$ cat src/design/leg_alternating_bit_sender_assert.svh
// Assertion macros for the alternating-bit sender.
// Used by the controller and the datapath; no other dependencies.
`ifndef LEG_ALTERNATING_BIT_SENDER_ASSERT_SVH
`define LEG_ALTERNATING_BIT_SENDER_ASSERT_SVH
// implication checked every clock outside reset
`define LABS_ASSERT_IMP(label, clk, rst_n, a, c) \
    label: assert property (@(posedge clk) disable iff (!rst_n) (a) |-> (c)) \
        else $error("assertion failed");
// next-cycle implication outside reset
`define LABS_ASSERT_NXT(label, clk, rst_n, a, c) \
    label: assert property (@(posedge clk) disable iff (!rst_n) (a) |=> (c)) \
        else $error("assertion failed");
`endif

$ cat src/design/labs_pkg.sv
// Alternating-bit sender package: command/event codes, states, ctl/sts structs.
// No dependencies.
`default_nettype none
package labs_pkg;
    typedef enum logic [2:0] {
        CMD_PUSH       = 3'd0,
        CMD_RX         = 3'd1,
        CMD_TICK       = 3'd2,
        CMD_CONNECT    = 3'd3,
        CMD_DISCONNECT = 3'd4,
        CMD_QRESET     = 3'd5,
        CMD_RECOVER    = 3'd6,
        CMD_NONE       = 3'd7
    } cmd_t;

    typedef enum logic [1:0] {
        EV_NONE   = 2'd0,
        EV_RECORD = 2'd1,
        EV_BYTE   = 2'd2
    } event_t;

    localparam logic [1:0] REG_TIMEOUT = 2'd0;
    localparam logic [1:0] REG_SINGLE  = 2'd1;
    localparam logic [1:0] REG_ACK_EV  = 2'd2;
    localparam logic [1:0] REG_ACK_OD  = 2'd3;

    typedef enum logic [2:0] {
        ST_IDLE  = 3'b001,
        ST_READ  = 3'b010,
        ST_FINAL = 3'b100
    } state_t;

    // controller -> datapath
    typedef struct packed {
        logic   push;      // write request into queue
        logic   pop;       // pop a record into in-flight (mem data valid)
        logic   emit;      // emit in-flight record
        logic   resend;    // count a resend
        logic   wrong;     // count a wrong ack
        logic   clr_q;     // empty queue
        logic   set_wait;
        logic   clr_wait;
        logic   link_set;
        logic   link_clr;
        logic   fwd;       // forward rx byte
        logic   accepted;
        logic   result;    // strobe result this cycle
    } ctl_t;

    // datapath -> controller
    typedef struct packed {
        logic empty;
        logic full;
        logic waiting;
        logic link_up;
        logic seq_bit;
        logic timed_out;
    } sts_t;
endpackage
`default_nettype wire

$ cat src/design/labs_ctrl.sv
// Controller of the alternating-bit sender: decodes one request into datapath commands.
// Depends on labs_pkg and leg_alternating_bit_sender_assert.svh.
`default_nettype none
`include "leg_alternating_bit_sender_assert.svh"
module labs_ctrl (
    input  wire logic          clk,
    input  wire logic          rst_n,
    input  wire logic          start,
    input  wire logic [2:0]    cmd,
    input  wire logic [7:0]    rx_byte,
    input  wire logic          single_in_flight,
    input  wire logic [7:0]    ack_even_byte,
    input  wire logic [7:0]    ack_odd_byte,
    input  labs_pkg::sts_t     sts,
    output logic               busy,
    output labs_pkg::ctl_t     ctl
);
    import labs_pkg::*;

    state_t state_reg, state_next;
    cmd_t   cmd_reg, cmd_next;
    logic [7:0] rx_reg, rx_next;

    logic is_ack, expected_hit;

    always_ff @(posedge clk or negedge rst_n)
    begin
        if (!rst_n)
        begin
            state_reg <= ST_IDLE;
            cmd_reg   <= CMD_NONE;
            rx_reg    <= '0;
        end
        else
        begin
            state_reg <= state_next;
            cmd_reg   <= cmd_next;
            rx_reg    <= rx_next;
        end
    end

    assign busy = (state_reg != ST_IDLE);
    assign is_ack = (rx_reg == ack_even_byte) || (rx_reg == ack_odd_byte);
    assign expected_hit = (rx_reg == (sts.seq_bit ? ack_even_byte : ack_odd_byte));

    // ST_READ: decide while the queue read settles; a taken push is applied and strobed here. ST_FINAL: apply, strobe.
    always_comb
    begin
        state_next = state_reg;
        cmd_next   = cmd_reg;
        rx_next    = rx_reg;
        ctl        = '0;
        case (state_reg)
            ST_IDLE:
            begin
                if (start)
                begin
                    cmd_next   = cmd_t'(cmd);
                    rx_next    = rx_byte;
                    state_next = ST_READ;
                end
            end
            ST_READ:
            begin
                state_next = ST_FINAL;
                if (cmd_reg == CMD_PUSH)
                begin
                    if (single_in_flight)
                    begin
                        if (sts.link_up && !sts.waiting && sts.empty)
                        begin
                            ctl.accepted = 1'b1;
                            ctl.result   = 1'b1;
                            ctl.pop      = 1'b1;   // bypass: send input directly
                            ctl.set_wait = 1'b1;
                            ctl.emit     = sts.link_up;
                            state_next   = ST_IDLE;
                        end
                    end
                    else if (!sts.full)
                    begin
                        ctl.push     = 1'b1;
                        ctl.accepted = 1'b1;
                        ctl.result   = 1'b1;
                        state_next   = ST_IDLE;
                    end
                end
            end
            ST_FINAL:
            begin
                state_next = ST_IDLE;
                ctl.result = 1'b1;
                case (cmd_reg)
                    CMD_PUSH: ;
                    CMD_RX:
                    begin
                        if (rx_reg != 8'd0)
                        begin
                            if (is_ack)
                            begin
                                if (sts.waiting)
                                begin
                                    ctl.wrong    = !expected_hit;
                                    ctl.clr_wait = sts.empty;
                                    ctl.pop      = !sts.empty;
                                    ctl.set_wait = !sts.empty;
                                    ctl.emit     = !sts.empty && sts.link_up;
                                end
                            end
                            else
                            begin
                                ctl.fwd = 1'b1;
                            end
                        end
                    end
                    CMD_TICK:
                    begin
                        if (sts.link_up)
                        begin
                            if (sts.waiting && sts.timed_out)
                            begin
                                ctl.emit   = 1'b1;
                                ctl.resend = 1'b1;
                            end
                            else if (!sts.waiting && !sts.empty)
                            begin
                                ctl.pop      = 1'b1;
                                ctl.set_wait = 1'b1;
                                ctl.emit     = 1'b1;
                            end
                        end
                    end
                    CMD_CONNECT:
                        ctl.link_set = 1'b1;
                    CMD_DISCONNECT:
                    begin
                        ctl.link_clr = 1'b1;
                        ctl.clr_wait = 1'b1;
                        ctl.clr_q    = 1'b1;
                    end
                    CMD_QRESET:
                    begin
                        ctl.clr_wait = 1'b1;
                        ctl.clr_q    = 1'b1;
                    end
                    CMD_RECOVER:
                    begin
                        if (sts.waiting)
                        begin
                            ctl.clr_q = 1'b1;
                            ctl.emit  = sts.link_up;
                        end
                    end
                    default: ;
                endcase
            end
            default:
                state_next = ST_IDLE;
        endcase
    end

    `LABS_ASSERT_IMP(a_onehot, clk, rst_n, 1'b1, $onehot(state_reg))
    `LABS_ASSERT_IMP(a_res_busy, clk, rst_n, ctl.result, busy)
    `LABS_ASSERT_NXT(a_res_idle, clk, rst_n, ctl.result, !busy)
    `LABS_ASSERT_IMP(a_pushpop, clk, rst_n, ctl.push, !ctl.pop)
endmodule
`default_nettype wire

$ cat src/design/labs_dpath.sv
// Datapath of the alternating-bit sender: record queue, in-flight record, counters.
// Depends on labs_pkg and leg_alternating_bit_sender_assert.svh.
`default_nettype none
`include "leg_alternating_bit_sender_assert.svh"
module labs_dpath #(
    parameter int QUEUE_DEPTH = 32
) (
    input  wire logic          clk,
    input  wire logic          rst_n,
    input  wire logic          start,
    input  wire logic          busy,
    input  labs_pkg::ctl_t     ctl,
    input  wire logic [31:0]   now_ms,
    input  wire logic [15:0]   resend_timeout_ms,
    input  wire logic [7:0]    rx_byte,
    input  wire logic [31:0]   azimuth_bits,
    input  wire logic [31:0]   inclination_bits,
    input  wire logic [31:0]   roll_bits,
    input  wire logic [31:0]   distance_bits,
    output labs_pkg::sts_t     sts,
    output logic               done,
    output logic [1:0]         event_kind,
    output logic [7:0]         head_byte,
    output logic [31:0]        out_azimuth,
    output logic [31:0]        out_inclination,
    output logic [31:0]        out_roll,
    output logic [31:0]        out_distance,
    output logic               push_accepted,
    output logic               awaiting_ack,
    output logic [5:0]         pending_depth,
    output logic [31:0]        sent_count,
    output logic [31:0]        wrong_ack_count,
    output logic [31:0]        resend_count
);
    import labs_pkg::*;

    localparam int AW = (QUEUE_DEPTH > 1) ? $clog2(QUEUE_DEPTH) : 1;
    localparam int CW = $clog2(QUEUE_DEPTH + 1);
    localparam logic [CW-1:0] DEPTH_C = CW'(QUEUE_DEPTH);

    logic [127:0] mem [QUEUE_DEPTH];
    logic [127:0] rd_data_reg;
    logic [127:0] in_rec_reg;
    logic [31:0]  now_reg;

    logic [AW-1:0] rd_ptr_reg, wr_ptr_reg;
    logic [CW-1:0] fill_reg;
    logic seq_reg, wait_reg, link_reg, last_seq_reg;
    logic [127:0] last_rec_reg;
    logic [31:0]  last_time_reg, sent_reg, wrong_reg, resend_reg;

    logic [1:0]   ev_kind_reg;
    logic [7:0]   ev_head_reg;
    logic [127:0] ev_rec_reg;
    logic         acc_reg, done_reg;

    logic [127:0] pop_rec;
    logic [31:0]  elapsed;
    logic         bypass;

    function automatic logic [AW-1:0] inc_ptr(input logic [AW-1:0] p);
        logic [AW-1:0] r;
        if ({1'b0, p} == (AW+1)'(QUEUE_DEPTH - 1))
            r = '0;
        else
            r = p + 1'b1;
        return r;
    endfunction

    always_ff @(posedge clk)
    begin
        if (start && !busy)
        begin
            in_rec_reg <= {azimuth_bits, inclination_bits, roll_bits, distance_bits};
            now_reg    <= now_ms;
        end
        if (ctl.push)
            mem[wr_ptr_reg] <= in_rec_reg;
        rd_data_reg <= mem[rd_ptr_reg];
    end

    assign elapsed = now_reg - last_time_reg;
    assign bypass  = ctl.accepted && ctl.pop;
    assign pop_rec = bypass ? in_rec_reg : rd_data_reg;

    assign sts.empty     = (fill_reg == '0);
    assign sts.full      = (fill_reg >= DEPTH_C);
    assign sts.waiting   = wait_reg;
    assign sts.link_up   = link_reg;
    assign sts.seq_bit   = seq_reg;
    assign sts.timed_out = (elapsed >= {16'd0, resend_timeout_ms});

    always_ff @(posedge clk or negedge rst_n)
    begin
        if (!rst_n)
        begin
            rd_ptr_reg    <= '0;
            wr_ptr_reg    <= '0;
            fill_reg      <= '0;
            seq_reg       <= 1'b0;
            wait_reg      <= 1'b0;
            link_reg      <= 1'b0;
            last_seq_reg  <= 1'b0;
            last_rec_reg  <= '0;
            last_time_reg <= '0;
            sent_reg      <= '0;
            wrong_reg     <= '0;
            resend_reg    <= '0;
            ev_kind_reg   <= EV_NONE;
            ev_head_reg   <= '0;
            ev_rec_reg    <= '0;
            acc_reg       <= 1'b0;
            done_reg      <= 1'b0;
        end
        else
        begin
            done_reg <= ctl.result;
            if (ctl.result)
            begin
                acc_reg <= ctl.accepted;
                if (ctl.emit)
                begin
                    ev_kind_reg <= EV_RECORD;
                    ev_head_reg <= {7'd0, ctl.pop ? seq_reg : last_seq_reg};
                    ev_rec_reg  <= ctl.pop ? pop_rec : last_rec_reg;
                end
                else if (ctl.fwd)
                begin
                    ev_kind_reg <= EV_BYTE;
                    ev_head_reg <= rx_byte;
                    ev_rec_reg  <= '0;
                end
                else
                begin
                    ev_kind_reg <= EV_NONE;
                    ev_head_reg <= '0;
                    ev_rec_reg  <= '0;
                end
            end
            if (ctl.push)
            begin
                wr_ptr_reg <= inc_ptr(wr_ptr_reg);
                fill_reg   <= fill_reg + 1'b1;
            end
            if (ctl.pop)
            begin
                last_rec_reg <= pop_rec;
                last_seq_reg <= seq_reg;
                seq_reg      <= ~seq_reg;
                if (!bypass)
                begin
                    rd_ptr_reg <= inc_ptr(rd_ptr_reg);
                    fill_reg   <= fill_reg - 1'b1;
                end
            end
            if (ctl.emit)
            begin
                last_time_reg <= now_reg;
                sent_reg      <= sent_reg + 32'd1;
            end
            if (ctl.resend)
                resend_reg <= resend_reg + 32'd1;
            if (ctl.wrong)
                wrong_reg <= wrong_reg + 32'd1;
            if (ctl.clr_wait)
                wait_reg <= 1'b0;
            if (ctl.set_wait)
                wait_reg <= 1'b1;
            if (ctl.link_set)
                link_reg <= 1'b1;
            if (ctl.link_clr)
                link_reg <= 1'b0;
            if (ctl.clr_q)
            begin
                rd_ptr_reg <= '0;
                wr_ptr_reg <= '0;
                fill_reg   <= '0;
            end
        end
    end

    assign done            = done_reg;
    assign event_kind      = ev_kind_reg;
    assign head_byte       = ev_head_reg;
    assign out_azimuth     = ev_rec_reg[127:96];
    assign out_inclination = ev_rec_reg[95:64];
    assign out_roll        = ev_rec_reg[63:32];
    assign out_distance    = ev_rec_reg[31:0];
    assign push_accepted   = acc_reg;
    assign awaiting_ack    = wait_reg;
    assign pending_depth   = 6'(fill_reg + CW'(wait_reg));
    assign sent_count      = sent_reg;
    assign wrong_ack_count = wrong_reg;
    assign resend_count    = resend_reg;

    `LABS_ASSERT_IMP(a_no_ovf, clk, rst_n, ctl.push, !sts.full)
    `LABS_ASSERT_IMP(a_no_udf, clk, rst_n, ctl.pop && !bypass, !sts.empty)
    `LABS_ASSERT_IMP(a_fill, clk, rst_n, 1'b1, fill_reg <= DEPTH_C)
    `LABS_ASSERT_NXT(a_emit_cnt, clk, rst_n, ctl.emit, sent_reg == $past(sent_reg) + 32'd1)
endmodule
`default_nettype wire

$ cat src/design/leg_alternating_bit_sender.sv
// Alternating-bit stop-and-wait sender: top level, config registers, two submodules.
// Depends on labs_pkg, labs_ctrl, labs_dpath.
//
// Usage:
//   Request channel: drive cmd, now_ms, rx_byte and the four record words and
//   raise start; the request is taken at a clock edge where start is high and
//   busy is low. busy drops in the cycle in which the result is shown.
//   Result channel: done pulses for one cycle with all result ports valid;
//   the receiver cannot stall, it must take the result in that cycle.
//   Result path: a push that is taken (queued, or sent at once in single in
//   flight mode) gives its result from the decode state ST_READ; every other
//   request gives it from ST_FINAL, after ST_READ has left time for the queue
//   memory read.
//   One request at a time: a new request is taken only when busy is low again,
//   after the controller's decode / queue read / update sequence.
//   Configuration: cfg_we, cfg_index, cfg_data write one register per edge;
//   the user must write only while the block is idle, the block does not enforce it.
//   Reset: queue empty, link down, no ACK awaited, counters zero, registers
//   at defaults (timeout 5000 ms, single in flight, ACK bytes 0x55 / 0x56).
`default_nettype none
module leg_alternating_bit_sender #(
    parameter int QUEUE_DEPTH = 32
) (
    input  wire logic        clk,
    input  wire logic        rst_n,
    input  wire logic        start,
    output logic             busy,
    input  wire logic        cfg_we,
    input  wire logic [1:0]  cfg_index,
    input  wire logic [15:0] cfg_data,
    input  wire logic [2:0]  cmd,
    input  wire logic [31:0] now_ms,
    input  wire logic [7:0]  rx_byte,
    input  wire logic [31:0] azimuth_bits,
    input  wire logic [31:0] inclination_bits,
    input  wire logic [31:0] roll_bits,
    input  wire logic [31:0] distance_bits,
    output logic             done,
    output logic [1:0]       event_kind,
    output logic [7:0]       head_byte,
    output logic [31:0]      out_azimuth,
    output logic [31:0]      out_inclination,
    output logic [31:0]      out_roll,
    output logic [31:0]      out_distance,
    output logic             push_accepted,
    output logic             awaiting_ack,
    output logic [5:0]       pending_depth,
    output logic [31:0]      sent_count,
    output logic [31:0]      wrong_ack_count,
    output logic [31:0]      resend_count
);
    import labs_pkg::*;

    logic [15:0] timeout_reg;
    logic        single_reg;
    logic [7:0]  ack_ev_reg, ack_od_reg;
    logic [7:0]  rx_hold_reg;
    ctl_t        ctl;
    sts_t        sts;

    always_ff @(posedge clk or negedge rst_n)
    begin
        if (!rst_n)
        begin
            timeout_reg <= 16'd5000;
            single_reg  <= 1'b1;
            ack_ev_reg  <= 8'h55;
            ack_od_reg  <= 8'h56;
        end
        else if (cfg_we)
        begin
            case (cfg_index)
                REG_TIMEOUT: timeout_reg <= cfg_data;
                REG_SINGLE:  single_reg  <= cfg_data[0];
                REG_ACK_EV:  ack_ev_reg  <= cfg_data[7:0];
                REG_ACK_OD:  ack_od_reg  <= cfg_data[7:0];
                default: ;
            endcase
        end
    end

    always_ff @(posedge clk)
    begin
        if (start && !busy)
            rx_hold_reg <= rx_byte;
    end

    labs_ctrl u_ctrl (
        .clk              (clk),
        .rst_n            (rst_n),
        .start            (start),
        .cmd              (cmd),
        .rx_byte          (rx_byte),
        .single_in_flight (single_reg),
        .ack_even_byte    (ack_ev_reg),
        .ack_odd_byte     (ack_od_reg),
        .sts              (sts),
        .busy             (busy),
        .ctl              (ctl)
    );

    labs_dpath #(.QUEUE_DEPTH(QUEUE_DEPTH)) u_dpath (
        .clk               (clk),
        .rst_n             (rst_n),
        .start             (start),
        .busy              (busy),
        .ctl               (ctl),
        .now_ms            (now_ms),
        .resend_timeout_ms (timeout_reg),
        .rx_byte           (rx_hold_reg),
        .azimuth_bits      (azimuth_bits),
        .inclination_bits  (inclination_bits),
        .roll_bits         (roll_bits),
        .distance_bits     (distance_bits),
        .sts               (sts),
        .done              (done),
        .event_kind        (event_kind),
        .head_byte         (head_byte),
        .out_azimuth       (out_azimuth),
        .out_inclination   (out_inclination),
        .out_roll          (out_roll),
        .out_distance      (out_distance),
        .push_accepted     (push_accepted),
        .awaiting_ack      (awaiting_ack),
        .pending_depth     (pending_depth),
        .sent_count        (sent_count),
        .wrong_ack_count   (wrong_ack_count),
        .resend_count      (resend_count)
    );
endmodule
`default_nettype wire
$ cat config.mk
export PLATFORM = sky130hd
export DESIGN_NAME = leg_alternating_bit_sender
export DESIGN_NICKNAME = d
export VERILOG_FILES = /design/src/design/labs_pkg.sv /design/src/design/labs_ctrl.sv /design/src/design/labs_dpath.sv /design/src/design/leg_alternating_bit_sender.sv
export VERILOG_INCLUDE_DIRS = /design/src /design/src/design
export SDC_FILE = /design/constraint.sdc
export NUM_CORES = 2
export LEC_CHECK = 0
export ABC_CLOCK_PERIOD_IN_PS = 11200
export BUFFER_PORTS_ARGS = -buffer_cell sky130_fd_sc_hd__buf_4
export CORE_UTILIZATION = 31
export CTS_CLUSTER_SIZE = 12
export DETAILED_ROUTE_END_ITERATION = 16
export MAX_ROUTING_LAYER = met4
export PLACE_DENSITY = 0.43
export SLEW_MARGIN = 20
export SYNTH_ARGS = -nofsm -noshare
export SYNTH_HDL_FRONTEND = slang
export SYNTH_SLANG_ARGS = --single-unit
$ cat constraint.sdc
create_clock -name clk -period 11.2 [get_ports clk]
set_input_delay 0.56 -clock clk [delete_from_list [all_inputs] [get_ports clk]]
set_output_delay 0.56 -clock clk [all_outputs]
set_load 0.02 [all_outputs]
==> results.sh <==
export IMPL_status="finished clean"
export IMPL_relSlewSlack_pct=22.5
export IMPL_place_congestion=0.807
export IMPL_tritoncts="yes"
export IMPL_regMostFlops="u_dpath.mem"
export IMPL_hold_viol=0
export IMPL_seq_area_frac_synth_pct=77.2
export IMPL_drtIter0Drc=8664
export IMPL_ys_top_cells_by_area="edfxtp_1 69%, mux4_2 16%, dfrtp_1 6.0%"
export IMPL_antenna_found_initial=42
export IMPL_fmax_mhz=155
export IMPL_cp_start_kind="flip-flop"
export IMPL_path_max_fanout=34
export IMPL_post_cts_buffers=0
export IMPL_maxSlewViolCount=0
export IMPL_hp_class="input pin to flip-flop"
export IMPL_fillers=53700
export IMPL_wirelength_um=559000
export IMPL_register_area_um2=142000
export IMPL_ios=437
export IMPL_synth_ff_type="edfxtp_1"
export IMPL_via_per_inst=5.14
export IMPL_syn_area_um2=184000
export IMPL_syn_nets=8725
export IMPL_ant_nets=0
export IMPL_ir_drop_uv=158
export IMPL_synth_edf_count=4264
export IMPL_multi_input_area_um2=40400
export IMPL_dr_pass1_iters=6
export IMPL_fp_dieW_um=773
export IMPL_setup_violations=0
export IMPL_clockRootBuffer="clkbuf_16"
export IMPL_grt_setup_unrepaired="false"
export IMPL_cts_num_sinks=4855
export IMPL_overflow=0
export IMPL_finalInstanceArea_um2=219000
export IMPL_htreeDepth=6
export IMPL_largest_reg_flops=4096
export IMPL_powerDensity_nw_per_um2=199
export IMPL_ys_seq_elements=4855
export IMPL_min_period_ns=6.44
export IMPL_drive_gt1_share_pct=30.0
export IMPL_clk_pin_slew_ns=0.06
export IMPL_synth_cells=8469
export IMPL_drc=0
export IMPL_path_class="flip-flop to flip-flop"
export IMPL_yosysTopAreaCellShare_pct=69.5
export IMPL_yosys_area_top_type="edfxtp_1"
export IMPL_die_height_um=773
export IMPL_clk_latency_ns=1.09
export IMPL_finClkSkew_ns=0.0621
export IMPL_grt_pass1_vias=96100
export IMPL_fin_crit_sh_pct=57.5
export IMPL_clockBufferDepth=4
export IMPL_maxCapViolCount=0
export IMPL_vias=91400
export IMPL_grt_use_total_pct=18.9
export IMPL_syn_to_final_growth_pct=18.6
export IMPL_avgRoutedWirePerCell_um=31.4
export IMPL_rows=282
export IMPL_async_flop_share_pct=9.54
export IMPL_worst_pin_slew_ns=1.16
export IMPL_power_leakage_uw=0.0707
export IMPL_start_util_pct=31.2
export IMPL_hpwl_um=283000
export IMPL_num_nets_final=9762
export IMPL_crit_path_end_kind="flip-flop"
export IMPL_finalSetupTns_ns=0
export IMPL_cts_made_buffers=555
export IMPL_yosysMostFrequentCell="edfxtp_1"
export IMPL_ys_types=74
export IMPL_critPathRequiredTime_ns=12.12
export IMPL_syn_avg_cell_area_um2=21.8
export IMPL_yosys_top_cells_count="4264 x edfxtp_1, 1280 x mux4_2, 646 x nand2_1"
export IMPL_place_area_um2=198000
export IMPL_core_area_um2=591000
export IMPL_grt_max_degree=134
export IMPL_worstPathArrival_ns=7.36
export IMPL_ys_warn_count=0
export IMPL_port_buffers=436
export IMPL_die_area_um2=597000
export IMPL_grt_pass1_wl_um=780000
metrics by stage:
step	worst slack, ns	utilization (%)	power [uW]	hold slack (ns)	cells
after global placement	5.06	33.5	26000	0.442	16500
after detailed placement	4.95	33.6	26100	0.447	16500
after CTS	4.90	36.9	44000	0.0636	17800
final	4.76	37.0	43500	0.187	17800
after floorplan	3.09	-	24500	0.264	8469
after global routing	4.52	37.0	45100	0.117	17800
cell usage in the layout (no fill, tap or decap), drive strengths merged, types with 28 or more instances in the layout:
master / instances
clkinv: 202
nand4: 30
dfxtp: 128
mux4: 1280
and3: 28
inv: 93
o21ai: 192
nor2: 114
xnor2: 67
buf: 686
dfrtp: 445
edfxtp: 4264
clkbuf: 767
nor3: 42
a21oi: 63
nand3: 43
ha: 62
nand2: 646
dlygate4sd3: 214
mux2: 192
xor2: 70
a22oi: 132
final timing paths:
check                      cells after the start               start  slack [ns]                   endpoint
max                                           22  u_dpath.now_reg[2]        4.76     u_dpath.ev_rec_reg[77]
min                                            2    azimuth_bits[24]        0.19    u_dpath.in_rec_reg[120]
max reg2reg                                   22  u_dpath.now_reg[2]        4.76     u_dpath.ev_rec_reg[77]
min reg2reg                                    1      rx_hold_reg[3]        0.46       u_dpath.head_byte[3]
max in group asynchronous                      5               rst_n        8.33  u_dpath.last_rec_reg[115]
min in group asynchronous                      2               rst_n        0.20       u_dpath.head_byte[3]
worst max-delay path, stage by stage (launching register included):
cell       delay (ns)
edfxtp_1         0.38
ha_1             0.34
o211ai_1         0.17
a21oi_1          0.11
nand2b_1         0.22
and3_1           0.23
o41ai_1          0.64
xnor2_1          0.15
ha_1             0.31
a21o_1           0.19
a21o_1           0.17
a21oi_1          0.15
o22ai_1          0.09
a2111oi_0        0.29
and3_1           0.24
nand4_1          0.14
nor4_2           0.78
nor2_4           0.10
buf_4            0.32
buf_4            0.43
buf_4            0.38
o21ai_0          0.24
nand2_1          0.08
report_power, final:
part | total [uW] | internal (uW) | switching (uW)
clock network | 17700 | 10100 | 7600
logic | 3960 | 1620 | 2340
registers | 21800 | 21000 | 780
total | 43500 | 32700 | 10700
routing by layer:
metal	up-vias	wire length (um)	global-route usage, %
met5	-	0	-
met1	51000	255000	26.4
met2	2604	269000	30.1
li1	37100	-	-
met3	682	24600	2.23
met4	0	10400	3.37
repair_timing:
action	CTS	global route
hold endpoints to repair	313	0
gates resized for setup	0	0
hold buffers	214	0
endpoints found under the setup margin	0	0
cell type report:
cell class | instances | share of cell area [%]
repair buffers | 900 | 3.68
flip-flops and latches | 4855 | 65.1
diodes | 15 | 0.0172
clock buffers | 767 | 6.96
multi-input cells | 3121 | 18.5
clock inverters | 251 | 1.17
inverters | 73 | 0.125
well taps | 7810 | 4.47
cells by family (layout without fill, tap and decap cells):
family | count (synthesis) | after routing | share of synthesized area (%)
buffers and inverters | 493 | 1991 | 1.03
AOI/OAI and AO/OA | 456 | 456 | 1.54
adders and majority gates | 63 | 63 | 0.432
and+or+nand+nor | 986 | 986 | 2.30
muxes | 1479 | 1479 | 16.9
other | 0 | 15 | 0
xor gates and xnor gates | 137 | 137 | 0.651
DFF | 4855 | 4855 | 77.2
(Power assumes the default switching activity.)
